--- src/rtl/ffra_pkg.sv ---
// ----------------------------------------------------------------------------
// ffra_pkg
// Types and constants of the first-fit region allocator.
// ----------------------------------------------------------------------------
`default_nettype none

package ffra_pkg;

    localparam int FIELD_W   = 44;
    localparam int WIDE_W    = 48;
    localparam int ADDR_BITS = 44;

    localparam logic [WIDE_W-1:0] ADDR_MASK =
        {{(WIDE_W-ADDR_BITS){1'b0}}, {ADDR_BITS{1'b1}}};

    localparam logic OP_ALLOC   = 1'b0;
    localparam logic OP_RELEASE = 1'b1;

    localparam logic CFG_BASE   = 1'b0;
    localparam logic CFG_LENGTH = 1'b1;

    typedef enum logic [2:0] {
        STS_OK         = 3'd0,
        STS_NULL       = 3'd1,
        STS_MISALIGNED = 3'd2,
        STS_NOT_FOUND  = 3'd3,
        STS_BAD_SIZE   = 3'd4,
        STS_NO_SPACE   = 3'd5,
        STS_FULL       = 3'd6
    } status_t;

    typedef enum logic [3:0] {
        S_IDLE,
        S_PRE,
        S_SCAN,
        S_FIT,
        S_ISH,
        S_INS,
        S_RSH,
        S_RESP
    } state_t;

    typedef struct packed {
        logic    load;
        logic    cand_adv;
        logic    wr_en;
        logic    wr_new;
        logic    out_load;
        status_t status;
    } cmd_t;

    typedef struct packed {
        logic op_release;
        logic bad_size;
        logic null_addr;
        logic misaligned;
        logic gap_fits;
        logic match;
        logic no_space;
        logic out_free;
    } dp_status_t;

endpackage

`default_nettype wire

--- src/rtl/ffra_ctrl.sv ---
// ----------------------------------------------------------------------------
// ffra_ctrl
// Sequencer: scan, insert shift and remove shift over the region table.
// ----------------------------------------------------------------------------
`default_nettype none

module ffra_ctrl #(
    parameter int MAX_REGIONS = 32,
    parameter int CW = 6,
    parameter int IW = 5
) (
    input  wire                     clk,
    input  wire                     rst_n,
    input  wire                     in_valid,
    output logic                    in_stall,
    input  ffra_pkg::dp_status_t    dps,
    output ffra_pkg::cmd_t          cmd,
    output logic [IW-1:0]           rd_idx,
    output logic [IW-1:0]           wr_idx
);
    import ffra_pkg::*;

    localparam logic [CW-1:0] FULL_CNT = CW'(MAX_REGIONS);

    state_t         state_reg, state_next;
    logic [CW-1:0]  pos_reg, pos_next;
    logic [CW-1:0]  n_reg, n_next;
    logic [CW-1:0]  k_reg, k_next;
    status_t        sts_reg, sts_next;
    logic [CW-1:0]  rd_cnt;
    logic [CW:0]    k_plus2;
    logic [CW:0]    pos_plus1;

    assign k_plus2   = {1'b0, k_reg} + (CW+1)'(2);
    assign pos_plus1 = {1'b0, pos_reg} + (CW+1)'(1);

    always_ff @(posedge clk or negedge rst_n)
    begin
        if (!rst_n)
        begin
            state_reg <= S_IDLE;
            pos_reg   <= '0;
            n_reg     <= '0;
            k_reg     <= '0;
            sts_reg   <= STS_OK;
        end
        else
        begin
            state_reg <= state_next;
            pos_reg   <= pos_next;
            n_reg     <= n_next;
            k_reg     <= k_next;
            sts_reg   <= sts_next;
        end
    end

    // Next state and counters
    always_comb
    begin
        state_next = state_reg;
        pos_next   = pos_reg;
        n_next     = n_reg;
        k_next     = k_reg;
        sts_next   = sts_reg;
        case (state_reg)
            S_IDLE:
            begin
                pos_next = '0;
                if (in_valid)
                    state_next = S_PRE;
            end
            S_PRE:
            begin
                if (!dps.op_release && dps.bad_size)
                begin
                    sts_next   = STS_BAD_SIZE;
                    state_next = S_RESP;
                end
                else if (dps.op_release && dps.null_addr)
                begin
                    sts_next   = STS_NULL;
                    state_next = S_RESP;
                end
                else if (dps.op_release && dps.misaligned)
                begin
                    sts_next   = STS_MISALIGNED;
                    state_next = S_RESP;
                end
                else
                    state_next = S_SCAN;
            end
            S_SCAN:
            begin
                if (!dps.op_release)
                begin
                    if (pos_reg == n_reg || dps.gap_fits)
                        state_next = S_FIT;
                    else
                        pos_next = pos_reg + CW'(1);
                end
                else if (pos_reg == n_reg)
                begin
                    sts_next   = STS_NOT_FOUND;
                    state_next = S_RESP;
                end
                else if (dps.match)
                begin
                    k_next = pos_reg;
                    if (pos_plus1 < {1'b0, n_reg})
                        state_next = S_RSH;
                    else
                    begin
                        n_next     = n_reg - CW'(1);
                        sts_next   = STS_OK;
                        state_next = S_RESP;
                    end
                end
                else
                    pos_next = pos_reg + CW'(1);
            end
            S_FIT:
            begin
                if (dps.no_space)
                begin
                    sts_next   = STS_NO_SPACE;
                    state_next = S_RESP;
                end
                else if (n_reg == FULL_CNT)
                begin
                    sts_next   = STS_FULL;
                    state_next = S_RESP;
                end
                else if (n_reg == pos_reg)
                    state_next = S_INS;
                else
                begin
                    k_next     = n_reg;
                    state_next = S_ISH;
                end
            end
            S_ISH:
            begin
                if (k_reg - CW'(1) == pos_reg)
                    state_next = S_INS;
                else
                    k_next = k_reg - CW'(1);
            end
            S_INS:
            begin
                n_next     = n_reg + CW'(1);
                sts_next   = STS_OK;
                state_next = S_RESP;
            end
            S_RSH:
            begin
                if (k_plus2 < {1'b0, n_reg})
                    k_next = k_reg + CW'(1);
                else
                begin
                    n_next     = n_reg - CW'(1);
                    sts_next   = STS_OK;
                    state_next = S_RESP;
                end
            end
            S_RESP:
            begin
                if (dps.out_free)
                    state_next = S_IDLE;
            end
            default:
                state_next = S_IDLE;
        endcase
    end

    // Commands to the datapath
    always_comb
    begin
        cmd        = '0;
        cmd.status = sts_reg;
        rd_cnt     = '0;
        wr_idx     = '0;
        case (state_reg)
            S_IDLE:
                cmd.load = in_valid;
            S_PRE:
                rd_cnt = '0;
            S_SCAN:
            begin
                if (!dps.op_release && !(pos_reg == n_reg || dps.gap_fits))
                    cmd.cand_adv = 1'b1;
                rd_cnt = pos_reg + CW'(1);
            end
            S_FIT:
                rd_cnt = n_reg - CW'(1);
            S_ISH:
            begin
                cmd.wr_en = 1'b1;
                wr_idx    = k_reg[IW-1:0];
                rd_cnt    = k_reg - CW'(2);
            end
            S_INS:
            begin
                cmd.wr_en  = 1'b1;
                cmd.wr_new = 1'b1;
                wr_idx     = pos_reg[IW-1:0];
            end
            S_RSH:
            begin
                cmd.wr_en = 1'b1;
                wr_idx    = k_reg[IW-1:0];
                rd_cnt    = k_plus2[CW-1:0];
            end
            S_RESP:
                cmd.out_load = dps.out_free;
            default:
                rd_cnt = '0;
        endcase
    end

    // First remove read happens on the match cycle
    assign rd_idx   = (state_reg == S_SCAN && dps.op_release && dps.match) ?
                      pos_plus1[IW-1:0] : rd_cnt[IW-1:0];
    assign in_stall = (state_reg != S_IDLE);

endmodule

`default_nettype wire

--- src/rtl/ffra_datapath.sv ---
// ----------------------------------------------------------------------------
// ffra_datapath
// Window registers, region table memory, candidate address and result register.
// ----------------------------------------------------------------------------
`default_nettype none

module ffra_datapath #(
    parameter int MAX_REGIONS = 32,
    parameter int PAGE_SHIFT = 13,
    parameter int IW = 5
) (
    input  wire                             clk,
    input  wire                             rst_n,
    input  wire                             cfg_we,
    input  wire                             cfg_index,
    input  wire [ffra_pkg::FIELD_W-1:0]     cfg_data,
    input  wire                             op,
    input  wire [ffra_pkg::FIELD_W-1:0]     size_bytes,
    input  wire [ffra_pkg::FIELD_W-1:0]     region_address,
    input  ffra_pkg::cmd_t                  cmd,
    input  wire [IW-1:0]                    rd_idx,
    input  wire [IW-1:0]                    wr_idx,
    output ffra_pkg::dp_status_t            dps,
    output logic                            out_valid,
    input  wire                             out_stall,
    output logic [2:0]                      status,
    output logic [ffra_pkg::FIELD_W-1:0]    granted_address
);
    import ffra_pkg::*;

    localparam logic [WIDE_W-1:0] PAGE_BYTES = WIDE_W'(1) << PAGE_SHIFT;
    localparam logic [WIDE_W-1:0] PAGE_LOW   = PAGE_BYTES - WIDE_W'(1);

    logic [FIELD_W-1:0]  base_reg, len_reg;
    logic                op_reg;
    logic [WIDE_W-1:0]   size_reg, cand_reg, end_reg;
    logic [FIELD_W-1:0]  addr_reg;
    logic [2*WIDE_W-1:0] mem [MAX_REGIONS];
    logic [2*WIDE_W-1:0] rd_reg;
    logic [WIDE_W-1:0]   rd_start, rd_span;
    logic [WIDE_W-1:0]   cand_size;
    logic [WIDE_W-1:0]   size_round;
    logic                out_valid_reg;
    status_t             status_reg;
    logic [FIELD_W-1:0]  grant_reg;

    assign rd_start   = rd_reg[2*WIDE_W-1:WIDE_W];
    assign rd_span    = rd_reg[WIDE_W-1:0];
    assign cand_size  = cand_reg + size_reg;
    assign size_round = ({{(WIDE_W-FIELD_W){1'b0}}, size_bytes} + PAGE_LOW) & ~PAGE_LOW;

    // Window registers
    always_ff @(posedge clk or negedge rst_n)
    begin
        if (!rst_n)
        begin
            base_reg <= '0;
            len_reg  <= '0;
        end
        else if (cfg_we)
        begin
            if (cfg_index == CFG_BASE)
                base_reg <= cfg_data;
            else
                len_reg <= cfg_data;
        end
    end

    // Latch request and advance the candidate
    always_ff @(posedge clk)
    begin
        if (cmd.load)
        begin
            op_reg   <= op;
            size_reg <= size_round;
            addr_reg <= region_address;
            cand_reg <= {{(WIDE_W-FIELD_W){1'b0}}, base_reg};
            end_reg  <= {{(WIDE_W-FIELD_W){1'b0}}, base_reg}
                      + {{(WIDE_W-FIELD_W){1'b0}}, len_reg};
        end
        else if (cmd.cand_adv)
            cand_reg <= rd_start + rd_span;
    end

    // Region table
    always_ff @(posedge clk)
    begin
        if (cmd.wr_en)
            mem[wr_idx] <= cmd.wr_new ? {cand_reg, size_reg + PAGE_BYTES} : rd_reg;
        rd_reg <= mem[rd_idx];
    end

    // Result register
    always_ff @(posedge clk or negedge rst_n)
    begin
        if (!rst_n)
            out_valid_reg <= 1'b0;
        else if (cmd.out_load)
            out_valid_reg <= 1'b1;
        else if (!out_stall)
            out_valid_reg <= 1'b0;
    end

    always_ff @(posedge clk)
    begin
        if (cmd.out_load)
        begin
            status_reg <= cmd.status;
            grant_reg  <= (op_reg == OP_ALLOC && cmd.status == STS_OK) ?
                          FIELD_W'(cand_reg & ADDR_MASK) : '0;
        end
    end

    // Status to the sequencer
    always_comb
    begin
        dps.op_release = (op_reg == OP_RELEASE);
        dps.bad_size   = (size_reg == '0)
                      || (size_reg > {{(WIDE_W-FIELD_W){1'b0}}, len_reg});
        dps.null_addr  = (addr_reg == '0);
        dps.misaligned = (addr_reg[PAGE_SHIFT-1:0] != '0);
        dps.gap_fits   = (cand_size < rd_start);
        dps.match      = (rd_start == {{(WIDE_W-FIELD_W){1'b0}}, addr_reg});
        dps.no_space   = (cand_size >= end_reg);
        dps.out_free   = !out_valid_reg || !out_stall;
    end

    assign out_valid       = out_valid_reg;
    assign status          = status_reg;
    assign granted_address = grant_reg;

endmodule

`default_nettype wire

--- src/rtl/first_fit_region_allocator_core.sv ---
// ----------------------------------------------------------------------------
// first_fit_region_allocator_core
// First-fit allocator over an address-sorted region table in a window.
// ----------------------------------------------------------------------------
//  channel   | handshake               | payload
//  ----------+-------------------------+-------------------------------------
//  request   | in_valid / in_stall     | op, size_bytes, region_address
//  result    | out_valid / out_stall   | status, granted_address
//  config    | cfg_we                  | cfg_index, cfg_data
//
//  A rejected size or address goes from the checks straight to the result.
//  An allocate walks the table to the first gap that fits, shifts the later
//  entries up and writes the new one; a release walks to its entry and
//  shifts any later entries down. The table memory's single read and write
//  port sets one scan step or one shift step per cycle.
//  Reset clears the fill count, so the table is empty at once.
//  A stalled result waits in the output register; the next request is taken
//  once the current one has been handed to that register.
// ----------------------------------------------------------------------------
`default_nettype none

module first_fit_region_allocator_core #(
    parameter int MAX_REGIONS = 32,
    parameter int PAGE_SHIFT = 13
) (
    input  wire                             clk,
    input  wire                             rst_n,
    input  wire                             cfg_we,
    input  wire                             cfg_index,
    input  wire [ffra_pkg::FIELD_W-1:0]     cfg_data,
    input  wire                             in_valid,
    output logic                            in_stall,
    input  wire                             op,
    input  wire [ffra_pkg::FIELD_W-1:0]     size_bytes,
    input  wire [ffra_pkg::FIELD_W-1:0]     region_address,
    output logic                            out_valid,
    input  wire                             out_stall,
    output logic [2:0]                      status,
    output logic [ffra_pkg::FIELD_W-1:0]    granted_address
);
    import ffra_pkg::*;

    localparam int CW = $clog2(MAX_REGIONS + 1);
    localparam int IW = (MAX_REGIONS > 1) ? $clog2(MAX_REGIONS) : 1;

    cmd_t          cmd;
    dp_status_t    dps;
    logic [IW-1:0] rd_idx, wr_idx;

    ffra_ctrl #(
        .MAX_REGIONS (MAX_REGIONS),
        .CW          (CW),
        .IW          (IW)
    ) u_ctrl (
        .clk      (clk),
        .rst_n    (rst_n),
        .in_valid (in_valid),
        .in_stall (in_stall),
        .dps      (dps),
        .cmd      (cmd),
        .rd_idx   (rd_idx),
        .wr_idx   (wr_idx)
    );

    ffra_datapath #(
        .MAX_REGIONS (MAX_REGIONS),
        .PAGE_SHIFT  (PAGE_SHIFT),
        .IW          (IW)
    ) u_dp (
        .clk             (clk),
        .rst_n           (rst_n),
        .cfg_we          (cfg_we),
        .cfg_index       (cfg_index),
        .cfg_data        (cfg_data),
        .op              (op),
        .size_bytes      (size_bytes),
        .region_address  (region_address),
        .cmd             (cmd),
        .rd_idx          (rd_idx),
        .wr_idx          (wr_idx),
        .dps             (dps),
        .out_valid       (out_valid),
        .out_stall       (out_stall),
        .status          (status),
        .granted_address (granted_address)
    );

endmodule

`default_nettype wire

--- config.mk ---
export PLATFORM = sky130hd
export DESIGN_NAME = first_fit_region_allocator_core
export DESIGN_NICKNAME = d
export VERILOG_FILES = /design/src/rtl/ffra_pkg.sv /design/src/rtl/ffra_ctrl.sv /design/src/rtl/ffra_datapath.sv /design/src/rtl/first_fit_region_allocator_core.sv
export SDC_FILE = /design/constraint.sdc
export NUM_CORES = 2
export LEC_CHECK = 0
export BUFFER_PORTS_ARGS = -buffer_cell sky130_fd_sc_hd__buf_2
export CAP_MARGIN = 20
export CORE_ASPECT_RATIO = 0.75
export CORE_MARGIN = 4
export CORE_UTILIZATION = 55
export DETAILED_ROUTE_END_ITERATION = 6
export MAX_ROUTING_LAYER = met4
export PLACE_DENSITY = 0.71
export SLEW_MARGIN = 10
export SYNTH_ARGS = -nofsm -noshare
export SYNTH_HDL_FRONTEND = slang
export SYNTH_SLANG_ARGS = --single-unit
--- constraint.sdc ---
create_clock -name clk -period 12.7 [get_ports clk]
set_clock_uncertainty 0.05 [all_clocks]
set_input_delay 0.635 -clock clk [delete_from_list [all_inputs] [get_ports clk]]
set_output_delay 0.635 -clock clk [all_outputs]
set_load 0.005 [all_outputs]
Yosys cells after proc, flatten, opt, wreduce, memory -nomap -nowiden

Memory sizes are Yosys's and may differ from the RTL's. A register that Yosys moved wholly into a read port is not among the register bits.
Index checks and enable logic that the tools add are counted.
Widths: inputs -> output; s select.

Add/subtract/negate cells: 13
Eq/ne operators: 35
Magnitude comparators: 5
Muxes and demuxes: 63
Bitwise gates (word level): 2
Reduce and logical (&&, ||, !) cells: 34

Operator list:

| operator               | count |
|---|---|
| $mux 6                 | 17 |
| $add 48x48->48         | 2 |
| $mux 96                | 1 |
| $mux 44                | 2 |
| $add 48x14->48 const B | 1 |
| $eq 48x44->1           | 1 |
| $ge 48x48->1           | 1 |
| $gt 48x44->1           | 1 |
| $logic_not 48->1       | 1 |
| $lt 48x48->1           | 1 |
| $mux 4                 | 12 |
| $add 44x13->45 const B | 1 |
| $add 44x44->45         | 1 |
| $logic_not 44->1       | 1 |
| $mux 3                 | 11 |
| $pmux 4 s8             | 1 |
| $pmux 6 s4             | 1 |
| $pmux 5 s4             | 1 |
| $add 6x1->6 const B    | 3 |
| $eq 6x6->1             | 3 |
| $pmux 6 s3             | 1 |
| $eq 4x3->1 const B     | 4 |
| $ne 2x2->1 const B     | 8 |
| $pmux 3 s5             | 1 |
| other kinds (36)       | 75 |

Input bits: 139
Memory bits (writable): 3,072
Memories kept: 1
Register bits: 337
Word-level logic and storage cells: 169

Memory list:

| memory   | depth | width | read ports | clocked after Yosys merged registers in | write ports | line                | RTL |
|---|---|---|---|---|---|---|---|
| u_dp.mem | 32    | 96    | 1          | 1                                       | 1           | ffra_datapath.sv:38 | `logic [2*WIDE_W-1:0] mem [MAX_REGIONS];` |

Depth between registers and ports, before layout

Depth after elaboration: 9
Mapped depth: 24
Gate-level depth less buffers: 23

Modules after synthesis

Synthesis repeated with hierarchy kept, for this count alone.

Cells, all modules: 7,170
Area, all modules: 143,331.2 µm²

By module, submodules not included:

| module        | area an instance (µm²) | sequential area each (µm²) | cells each | times used |
|---|---|---|---|---|
| ffra_datapath | 140,553.6              | 102,873.7                  | 6,827      | 1 |
| ffra_ctrl     | 2,777.7                | 600.6                      | 343        | 1 |

Least setup slack after synthesis

No wires, ideal clock.

Path type: register to register
Start point: reg u_dp.size_reg[24]
End point: reg u_dp.cand_reg[0], enable pin
Arrival: 7,152 ps
Path slack: 4,989 ps
Path buffers: 0
Cell stages (with the launch flop): 20
Path through: edfxtp_1 > ha_1 > and2_1 > and3_4 > a221o_1 > a31oi_1 > nand2_1 > a31o_2 > a21o_1 > and2_1 > o2111ai_1 > o211ai_1 > ha_1 > nand4_1 > or2_2 > nor3_1 > nand4_1 > a21oi_1 > nor3_1 > o21ai_0

Cells in the longest elaborated chain, start to end: 8

Ends and longest elaborated chain:

| what                               | line                 | RTL |
|---|---|---|
| start: declaration                 | ffra_datapath.sv:36  | `logic [WIDE_W-1:0] size_reg, cand_reg, end_reg;` |
| start signal: assignment           | ffra_datapath.sv:75  | `size_reg <= size_round;` |
| $add 48x48->48                     | ffra_datapath.sv:49  | `assign cand_size = cand_reg + size_reg;` |
| $lt 48x48->1                       | ffra_datapath.sv:122 | `dps.gap_fits = (cand_size < rd_start);` |
| $logic_or 1x1->1                   | ffra_ctrl.sv:189     | `if (!dps.op_release && !(pos_reg == n_reg \|\| dps.gap_fits))` |
| $logic_not 1->1                    | ffra_ctrl.sv:189     |  |
| $logic_and 1x1->1                  | ffra_ctrl.sv:189     |  |
| $mux 1                             | ffra_ctrl.sv:189     |  |
| $mux 1                             | ffra_ctrl.sv:182     | `case (state_reg)` |
| $reduce_bool 2->1 (no source line) | n/a                  |  |
| end signal: assignment             | ffra_datapath.sv:77  | `cand_reg <= {{(WIDE_W-FIELD_W){1'b0}}, base_reg};` |
| end signal: assignment             | ffra_datapath.sv:82  | `cand_reg <= rd_start + rd_span;` |
| end: declaration                   | ffra_datapath.sv:36  |  |

No other way between the ends.
A chain may end at the register's enable or synchronous reset.

Final worst setup path

Start point: reg u_dp.size_reg[13]
End point: reg u_ctrl.state_reg[2]

Cells in the longest elaborated chain, start to end: 5
Elaborated cells on any way between the ends: 13
Classes of those cells: 1 x add/sub; 3 x order compare; 1 x eq/ne; 3 x mux; 5 x reduce/logical

Ends and longest elaborated chain:

| what                                                                   | line                                       | RTL |
|---|---|---|
| $add 48x48->48, or another cell as far along                           | ffra_datapath.sv:49                        |  |
| $lt 48x48->1 / $logic_or 1x1->1 (equally long branches)                | ffra_datapath.sv:122, ffra_datapath.sv:119 |  |
| $logic_or 1x1->1 / $logic_and 1x1->1 (equally long branches)           | ffra_ctrl.sv:96, ffra_ctrl.sv:74           |  |
| $ne 3x1->1 (no source line) / $mux 4 (equally long branches)           | n/a                                        |  |
| $reduce_and 6->1 (no source line) / $pmux 4 s8 (equally long branches) | n/a                                        |  |
| end signal: assignment                                                 | ffra_ctrl.sv:49                            | `state_reg <= state_next;` |
| end: declaration                                                       | ffra_ctrl.sv:25                            | `state_t state_reg, state_next;` |

Several ways; a longest one is shown, not always the timed one.

==> results.sh <==
export IMPL_placement_cell_area_um2=154000
export IMPL_min_path_type="input port to flop"
export IMPL_leading_cell_type_in_the_layout_fill_and_taps_excluded="sky130_fd_sc_hd__nand2_1"
export IMPL_worst_path_largest_cell_delay_ns=0.67
export IMPL_p_leak_nw=59.1
export IMPL_drive_above_1_share=0.0940
export IMPL_detailroute_via_count=103282
export IMPL_synth_yosys_warnings=0
export IMPL_timing_max_transition_violations_final=0
export IMPL_ys_flop_type="sky130_fd_sc_hd__edfxtp_1"
export IMPL_clock_sink_count=3498
export IMPL_tritoncts="done"
export IMPL_r2r_worst_path_cells=23
export IMPL_grt_antenna_before_repair=26
export IMPL_antenna_violating_nets_post_route=0
export IMPL_power_sequential_fraction=0.342
export IMPL_hold_depth=2
export IMPL_post_place_ws_ns=6.18
export IMPL_timing_worst_setup_path_type="flop to flop"
export IMPL_power_share_switching=0.428
export IMPL_powerDensity_nw_per_um2=299
export IMPL_syn_inst=12086
export IMPL_num_nets_final=12607
export IMPL_numCtsBuffers=324
export IMPL_synthToLayoutAreaGrowth_pct=11.7
export IMPL_max_reg_flops=3072
export IMPL_start_kind="flop"
export IMPL_cp_max_delay_cell="sky130_fd_sc_hd__o41ai_2"
export IMPL_max_vdd_ir_drop_v=0.000677
export IMPL_fin_crit_ns=6.70
export IMPL_startpoint_of_the_worst_slack_reg_to_reg_timing_path="u_dp.size_reg[13]"
export IMPL_cts_setup_buffers=0
export IMPL_max_slew_margin=0.161
export IMPL_timing_critical_path_required_ns=13.46
export IMPL_pin_count_of_the_biggest_net_entering_global_routing=197
export IMPL_final_cell_mix="sky130_fd_sc_hd__nand2_1, sky130_fd_sc_hd__edfxtp_1, sky130_fd_sc_hd__nand3_1"
export IMPL_ys_ff_latch=3498
export IMPL_placement_io_buffers=187
export IMPL_die_h_um=458
export IMPL_route_detailed_wl_per_inst_um=28.4
export IMPL_power_switching_mw=21.2
export IMPL_floorplan_io_pins=188
export IMPL_ctsResizeCount=0
export IMPL_vias_per_cell=6.44
export IMPL_clk_pin_slew_ns=0.06
export IMPL_cap_violations=0
export IMPL_grt_first_pass_wirelength_mm=659
export IMPL_layout_setup_ws_ns=6.00
export IMPL_drt_first_pass_iters=6
export IMPL_post_synth_instance_area_um2=148000
export IMPL_yosysUniqueCellTypes=93
export IMPL_setup_total_negative_slack_ns=0
export IMPL_worst_setup_path_end_kind="flop"
export IMPL_globalplace_congestion=0.992
export IMPL_critical_path_most_common_cell="sky130_fd_sc_hd__a21oi_1"
export IMPL_fmaxAchievable_ghz=0.149
export IMPL_clock_path_buffers=4
export IMPL_setup_viol=0
export IMPL_cell_row_count=164
export IMPL_clock_tree_htree_level_count=5
export IMPL_number_of_enable_flip_flop_cells_after_synthesis=3285
export IMPL_p_int_mw=28.4
export IMPL_worst_slew_pin_tran_ns=1.26
export IMPL_grt_pass1_vias=96586
export IMPL_synth_nets=12495
export IMPL_placeableCoreArea_um2=268000
export IMPL_final_area_um2=166000
export IMPL_yosysSeqAreaShare=0.697
export IMPL_track_usage=0.327
export IMPL_crit_reg2reg_capture="u_ctrl.state_reg[2]"
export IMPL_initial_utilization=0.555
export IMPL_part_of_the_power_in_combinational_logic=0.457
export IMPL_total_global_routing_overflow=0
export IMPL_rsz0062_at_grt="false"
export IMPL_drc=0
export IMPL_share_clk_of_total_power=0.200
export IMPL_ff2ff_setup_slack_ns=6.00
export IMPL_hold_end="u_dp.size_reg[44]"
export IMPL_final_min_period_over_clock_period=0.528
export IMPL_dp_hpwl_mm=247
export IMPL_timing_final_hold_violations=0
export IMPL_drt_iter0_drc=15897
export IMPL_postRouteWirelength_mm=456
export IMPL_status="finished, final reports clean"
export IMPL_worst_path_max_fanout=6
export IMPL_latest_clock_arrival_within_the_worst_skew_pair_ns=0.90
export IMPL_die_span_in_x_um=608
export IMPL_root_buffer="sky130_fd_sc_hd__clkbuf_16"
export IMPL_hold_path_startpoint="size_bytes[43]"
export IMPL_proportion_of_register_bits_with_asynchronous_set_or_reset_after_synthesis=0.0323
export IMPL_synth_area_per_cell_um2=12.3
export IMPL_dieArea_um2=278000
export IMPL_arrival_ns=7.46
export IMPL_critical_path_cell_chain="ha_1, fa_1, a21o_1, a221oi_2, o211ai_1, a31oi_1, o21ai_0, a21oi_1, o21ai_0, a31o_2, a21oi_1, xnor2_1, ha_1, a21oi_1, nor2b_1, o21ai_0, a21oi_1, o21ai_0, or3b_2, o41ai_2, o221ai_1, a31o_2, a21oi_1"
## Yosys cell counts, types with 113 or more instances
master | instances | area, um^2
sky130_fd_sc_hd__nand2_1 | 3333 | 12500
sky130_fd_sc_hd__clkbuf_1 | 523 | 1960
sky130_fd_sc_hd__and3_1 | 219 | 1370
sky130_fd_sc_hd__inv_1 | 186 | 698
sky130_fd_sc_hd__a311oi_1 | 482 | 4220
sky130_fd_sc_hd__nand3_1 | 1606 | 8040
sky130_fd_sc_hd__edfxtp_1 | 3285 | 98600
sky130_fd_sc_hd__buf_2 | 177 | 886
sky130_fd_sc_hd__o21ai_0 | 208 | 1040
sky130_fd_sc_hd__ha_1 | 267 | 3340
sky130_fd_sc_hd__nor2_1 | 194 | 728
sky130_fd_sc_hd__a21oi_1 | 180 | 901
sky130_fd_sc_hd__xnor2_1 | 133 | 1160
sky130_fd_sc_hd__a21o_1 | 188 | 1410
sky130_fd_sc_hd__dfrtp_1 | 113 | 2830
## stage by stage
| stage | total power [mW] | std cells | hold slack, ns | util |
|---|---|---|---|---|
| floorplan | 31.7 | 12086 | 0.289 | - |
| global placement | 38.5 | 15305 | 0.478 | 0.574 |
| detailed placement | 39.0 | 15321 | 0.481 | 0.575 |
| CTS | 49.0 | 15998 | 0.0233 | 0.618 |
| global route | 51.9 | 16040 | 0.0342 | 0.620 |
| finish | 49.6 | 16043 | 0.0759 | 0.620 |
## metal layers
metal	GRT usage	vias up	part of all wire
li1	-	44552	-
met1	0.458	50813	0.39
met2	0.480	6888	0.45
met3	0.0579	1029	0.12
met4	0.130	0	0.047
met5	-	-	0
## critical path, delay by kind of cell (launching register included)
family / cells / cell delay (ns)
simple gates: 2 / 0.55
xor+xnor: 1 / 0.25
compound gates: 17 / 4.23
flops: 1 / 0.50
fa+ha+maj: 3 / 1.01
## worst max-delay path by stage
stage                 startpoint                   to  slack (ns)
6_report       u_dp.size_reg[13]  u_ctrl.state_reg[2]        6.00
5_1_grt        u_dp.size_reg[13]  u_ctrl.state_reg[2]        5.63
4_1_cts        u_dp.size_reg[13]  u_ctrl.state_reg[2]        6.12
3_5_place_dp   u_dp.size_reg[13]  u_ctrl.state_reg[2]        6.18
3_3_place_gp   u_dp.size_reg[13]  u_ctrl.state_reg[1]        6.08
2_1_floorplan  u_dp.size_reg[24]     u_dp.cand_reg[0]        4.99
## power groups by stage
| stage | logic (mW) | registers (mW) | clock network, mW |
|---|---|---|---|
| after floorplan | 15.0 | 16.8 | 0 |
| after global placement | 21.3 | 17.2 | 0 |
| after detailed placement | 21.8 | 17.2 | 0 |
| after CTS | 22.0 | 17.0 | 9.97 |
| after global routing | 24.5 | 17.0 | 10.5 |
| final | 22.7 | 17.0 | 9.93 |
## repair_timing
item / CTS / global route
hold buffers: 91 / 0
endpoints found under the setup margin: 0 / 0
hold endpoints to repair: 181 / 0
## cells by family (layout without fill, tap and decap cells)
family                   after synthesis  in the layout  synth area share
multiplexers                         100            100           0.00752
adder cells (fa/ha/maj)              270            270            0.0229
AND/OR/NAND/NOR                     5673           5673             0.166
other                                  0             16                 0
XOR/XNOR                             242            242            0.0143
AO/OA/AOI/OAI                       1367           1367            0.0668
flip-flops                          3498           3498             0.697
buffers and inverters                936           1308            0.0253
## final cells by class
cell class | count | area [um^2]
clock inverters | 142 | 1590
fillers | 19973 | 102000
diodes | 16 | 40.0
inverters | 188 | 711
multi-input cells | 7652 | 42000
clock buffers | 444 | 9080
flip-flops and latches | 3498 | 103000
well taps | 3569 | 4470
repair buffers | 534 | 4480
Note: power is estimated with default switching activity, not from simulation.
